### src/lwu_pkg.sv
`default_nettype none

package lwu_pkg;

    // Word and field geometry
    localparam int WORD_W       = 64;
    localparam int WIDE_W       = 12;
    localparam int NARROW_W     = 6;
    localparam int WIDE_DEPTH   = 4096;
    localparam int NARROW_DEPTH = 64;
    localparam int NARROW_CNT   = 4;
    localparam int NARROW_SPAN  = NARROW_W * NARROW_CNT;

    // Field positions inside the pixel word
    localparam int WIDE_DEC_LSB   = 0;
    localparam int WIDE_ENC_LSB   = 48;
    localparam int NARROW_DEC_LSB = 0;
    localparam int NARROW_ENC_LSB = 36;

    // Configuration register indexes
    localparam logic CFG_FIX_ENABLE = 1'b0;
    localparam logic CFG_WIDTH_MODE = 1'b1;

    // Counter width mode codes
    localparam logic [1:0] MODE_OTHER  = 2'd0;
    localparam logic [1:0] MODE_NARROW = 2'd1;
    localparam logic [1:0] MODE_WIDE   = 2'd2;

    typedef enum logic [1:0] {
        FIX_PASS,
        FIX_NARROW,
        FIX_WIDE
    } t_fix_sel;

    typedef enum logic [1:0] {
        INIT_CLEAR,
        INIT_WALK,
        INIT_DONE
    } t_init_st;

    typedef logic [NARROW_W-1:0] t_rom6 [NARROW_DEPTH];

    // Six-bit counter step: taps 0 and 5, inverted when the low five bits are zero
    function automatic logic [NARROW_W-1:0] f_lfsr6_next(input logic [NARROW_W-1:0] c);
        logic fb;
        fb = c[0] ^ c[5];
        if (c[4:0] == 5'd0) begin
            fb = ~fb;
        end
        return {c[NARROW_W-2:0], fb};
    endfunction

    // Twelve-bit counter step: taps 0, 3, 5, 11, inverted when the low eleven bits are zero
    function automatic logic [WIDE_W-1:0] f_lfsr12_next(input logic [WIDE_W-1:0] c);
        logic fb;
        fb = c[0] ^ c[3] ^ c[5] ^ c[11];
        if (c[10:0] == 11'd0) begin
            fb = ~fb;
        end
        return {c[WIDE_W-2:0], fb};
    endfunction

    // Count to code for the six-bit counter
    function automatic t_rom6 f_narrow_enc();
        t_rom6               tab;
        logic [NARROW_W-1:0] code;
        code = '0;
        for (int i = 0; i < NARROW_DEPTH; i++) begin
            tab[i] = code;
            code   = f_lfsr6_next(code);
        end
        return tab;
    endfunction

    // Code to count for the six-bit counter; codes never reached read zero
    function automatic t_rom6 f_narrow_dec();
        t_rom6               tab;
        logic [NARROW_W-1:0] code;
        tab  = '{default: '0};
        code = '0;
        for (int i = 0; i < NARROW_DEPTH; i++) begin
            tab[code] = NARROW_W'(i);
            code      = f_lfsr6_next(code);
        end
        return tab;
    endfunction

    localparam t_rom6 NARROW_ENC_ROM = f_narrow_enc();
    localparam t_rom6 NARROW_DEC_ROM = f_narrow_dec();

endpackage

`default_nettype wire

### src/lwu_narrow_map.sv
`default_nettype none

// Six-bit field lookups: four decodes and four re-encodes, registered
module lwu_narrow_map (
    input  wire logic                             i_clk,
    input  wire logic                             i_en,
    input  wire logic [lwu_pkg::WORD_W-1:0]       i_word,
    output      logic [lwu_pkg::NARROW_SPAN-1:0]  o_dec,
    output      logic [lwu_pkg::NARROW_SPAN-1:0]  o_enc
);
    import lwu_pkg::*;

    logic [NARROW_SPAN-1:0] n_dec, n_enc;

    // One table read per field
    always_comb begin
        for (int k = 0; k < NARROW_CNT; k++) begin
            n_dec[k*NARROW_W +: NARROW_W] =
                NARROW_DEC_ROM[i_word[NARROW_DEC_LSB + k*NARROW_W +: NARROW_W]];
            n_enc[k*NARROW_W +: NARROW_W] =
                NARROW_ENC_ROM[i_word[NARROW_ENC_LSB + k*NARROW_W +: NARROW_W]];
        end
    end

    always_ff @(posedge i_clk) begin
        if (i_en) begin
            o_dec <= n_dec;
            o_enc <= n_enc;
        end
    end

endmodule

`default_nettype wire

### config.mk
export PLATFORM = sky130hd
export DESIGN_NAME = lwu_narrow_map
export DESIGN_NICKNAME = d
export VERILOG_FILES = /design/src/lwu_pkg.sv /design/src/lwu_narrow_map.sv
export SDC_FILE = /design/constraint.sdc
export NUM_CORES = 1
export LEC_CHECK = 0
export ABC_AREA = 1
export BUFFER_PORTS_ARGS = -buffer_cell sky130_fd_sc_hd__buf_4
export CAP_MARGIN = 10
export CORE_MARGIN = 4
export CORE_UTILIZATION = 60
export DETAILED_ROUTE_END_ITERATION = 6
export PLACE_DENSITY = 0.94
export SLEW_MARGIN = 20
export SYNTH_ARGS = -nofsm -noshare
export SYNTH_HDL_FRONTEND = slang
export SYNTH_SLANG_ARGS = --single-unit
export TNS_END_PERCENT = 20
### constraint.sdc
create_clock -name i_clk -period 1.85 [get_ports i_clk]
set_input_delay 0.37 -clock i_clk [delete_from_list [all_inputs] [get_ports i_clk]]
set_output_delay 0.37 -clock i_clk [all_outputs]
set_load 0.1 [all_outputs]
==> results.md <==
* Io pins at 114
* Initial Util at 0.612
* H-tree depth at 2
* Flop pwr share at 0.277
* Peak fanout along the critical path at 6
* Ant diodes at 0
* Slowest stage delay, CP at 300 ps
* Final hold slack at 387 ps
* DRC Markers at 0
* Synthesis-stage register bit count at 48
* Total wire length at 21,300 um
* Total CTS buffers at 5
* Post-CTS resize count at 0
* Top achievable clock speed at 0.624 GHz
* Seq/Total Area, Yosys at 0.187
* Drt wl/cell at 13.3 um
* Status: finished, final reports clean
* Hold buffer count at CTS at 0
* Synth unique cells at 26
* Worst slew margin at 0.579
* Row count at 41
* Via density at 5.75
* GRT overflow at 0
* Critical Path Sink Type: register
* Peak supply drop at 335 uV
* Mean post-synth cell area at 5.67 um2
* Hold crit path type: in2reg
* CTS Buffer Depth at 2
* IO Port Bufs at 97
* Place WS at 60.2 ps
* Critical path data required time at 1880 ps
* Gpl congestion at 1.00
* Area delta synth->final at 12.2%
* Crit path max-delay cell type: ha_1
* Clock share of power at 0.175
* Clock sink count at 48
* Hpwl dp at 15,600 um
* Top cell type's share of synthesized area at 0.281
* First-pass GRT wire length at 35,600 um
* Combinational share of power at 0.548
* Most area-consuming cells after synthesis: nand2_1 (28%), edfxtp_1 (19%), nand3_1 (16%)
* EDFF count, synth at 48
* Switch Pwr at 2.46 mW
* Placed cells at 1,598
* Initial antenna violation count at 0
* Power density cells at 582 mW/mm2
* Minimum clock period at 1600 ps
* Kind of start point of the critical path: input port
* Tcrit/Tclk final at 0.866
* Layout cell share with drive strength beyond 1 at 0.115
* Die ar. at 0.0147 mm2
* Fin worst setup slack at 248 ps
* Die H at 121 um
* Root Buffer: clkbuf_16
* ANT nets after route at 0
* Static Leak at 4.65 nW
* Cell Int Power at 2.58 mW
* Most frequent cells after synthesis: nand2_1 (578), nand3_1 (253), inv_1 (99), o21ai_0 (72), nor2_1 (68)
* Core Area at 0.0126 mm2
* Worst EP arrival at 1640 ps
* Crit path kind: in2reg
* Post-synthesis cell area at 0.00772 mm2
* Crit path cell chain: buf_4 > inv_1 > ha_1 > nor2_1 > nor2_1 > o21ai_0 > nand3_1 > nand3_1 > nand2_1
* Vias in the first global route at 7,916
* Final TNS setup at 0 ps
* Setup Fix Bufs, Post-CTS at 0
* Final hold violation count at 0
* Synth warn at 0
* RSZ-0062 raised after global routing: no
* Chip Width at 121 um
* Starting DRC count in detailed routing at 1,107
* Largest net degree at the start of global routing at 49
* TritonRoute pass-1 iters at 6
* CTS tree: done
* Syn nets at 1,492
* Final net count at 1,563
* Synth area leader: nand2_1
* Via Count at 9,230
* Total track usage at 0.282
* Worst-Margin Slew at 631 ps
* Clk slew on worst S/H paths at 70 ps
* Fin cells at 1,605
* Final setup viols at 0
* Mapped Cells at 1,362
* Primary FF master, synth: edfxtp_1
* Top-count cell post-synth: nand2_1
* Net Sw Frac at 0.489
* # Max-Cap Violations at 0
* FFs w/ async S/R, synth at 0
* Final Max Slew Viols at 0
==> cell type report <==
class	instances	area [um2]
clock buffer	6	129
clock inverter	1	5.00
fill	1124	3960
inverter	113	429
multi-input combinational	1130	5430
sequential	48	1440
tap	172	215
timing repair buffer	135	1010
==> power groups by stage <==
stage	Clock (mW)	Sequential (mW)	Combinational (mW)
final	0.884	1.40	2.76
after detailed placement	0	1.42	2.72
after global routing	0.943	1.40	3.00
after CTS	0.891	1.40	2.73
after floorplan	0	2.31	1.20
after global placement	0	1.42	2.69
==> through the flow <==
stage	total power, mW	area [um2]	util
after floorplan	3.51	7720	-
after global placement	4.10	8530	0.676
after CTS	5.02	8660	0.686
after detailed placement	4.14	8530	0.676
final	5.04	8660	0.686
after global routing	5.35	8660	0.686
==> final timing paths <==
check / from / to / cells past startpoint
worst max-delay path: i_word[12] / o_dec[12] / 9
worst min-delay path: i_word[53] / o_enc[14] / 3
==> registers in the layout, summed over array words and instances (netlist names) <==
signal and cells:
o_enc 24, o_dec 24
==> logic make-up (layout without fill, tap and decap cells) <==
| logic type | count (synthesis) | in the layout | synth area share |
|---|---|---|---|
| compound gates | 151 | 151 | 0.108 |
| simple gates | 915 | 915 | 0.492 |
| buf+inv | 184 | 255 | 0.110 |
| flops | 48 | 48 | 0.187 |
| fa+ha+maj | 64 | 64 | 0.104 |
==> critical path: cells and delay by family <==
kind / cells / cell delay [ps]
AO/OA/AOI/OAI: 1 / 140
adder cells (fa/ha/maj): 1 / 300
buffers and inverters: 2 / 290
AND/OR/NAND/NOR: 5 / 540
==> metal layers <==
| metal | vias to the layer above | GRT usage | wire length (um) | share of wire |
|---|---|---|---|---|
| li1 | 4576 | - | - | - |
| met1 | 4021 | 0.384 | 8650 | 0.41 |
| met2 | 569 | 0.468 | 9940 | 0.47 |
| met3 | 64 | 0.0247 | 2050 | 0.096 |
| met4 | 0 | 0.0987 | 637 | 0.030 |
| met5 | - | 0 | 0 | 0 |
==> layout by cell type, fill, tap and decap left out <==
cell type	count
clkbuf_16	5
inv_4	2
nand3b_1	3
o21ai_1	8
o21ai_0	72
o211ai_1	21
a21oi_2	5
nand2_1	578
nor2_2	4
nand3_1	253
o22ai_1	1
or2_1	2
nor2_1	68
buf_4	135
clkinv_2	1
edfxtp_1	48
ha_1	64
a31oi_1	1
inv_2	12
nand4_1	6
clkbuf_1	1
inv_1	99
o21a_1	1
nand2_2	1
a21oi_1	42
Power figures use the tool's default switching activity.
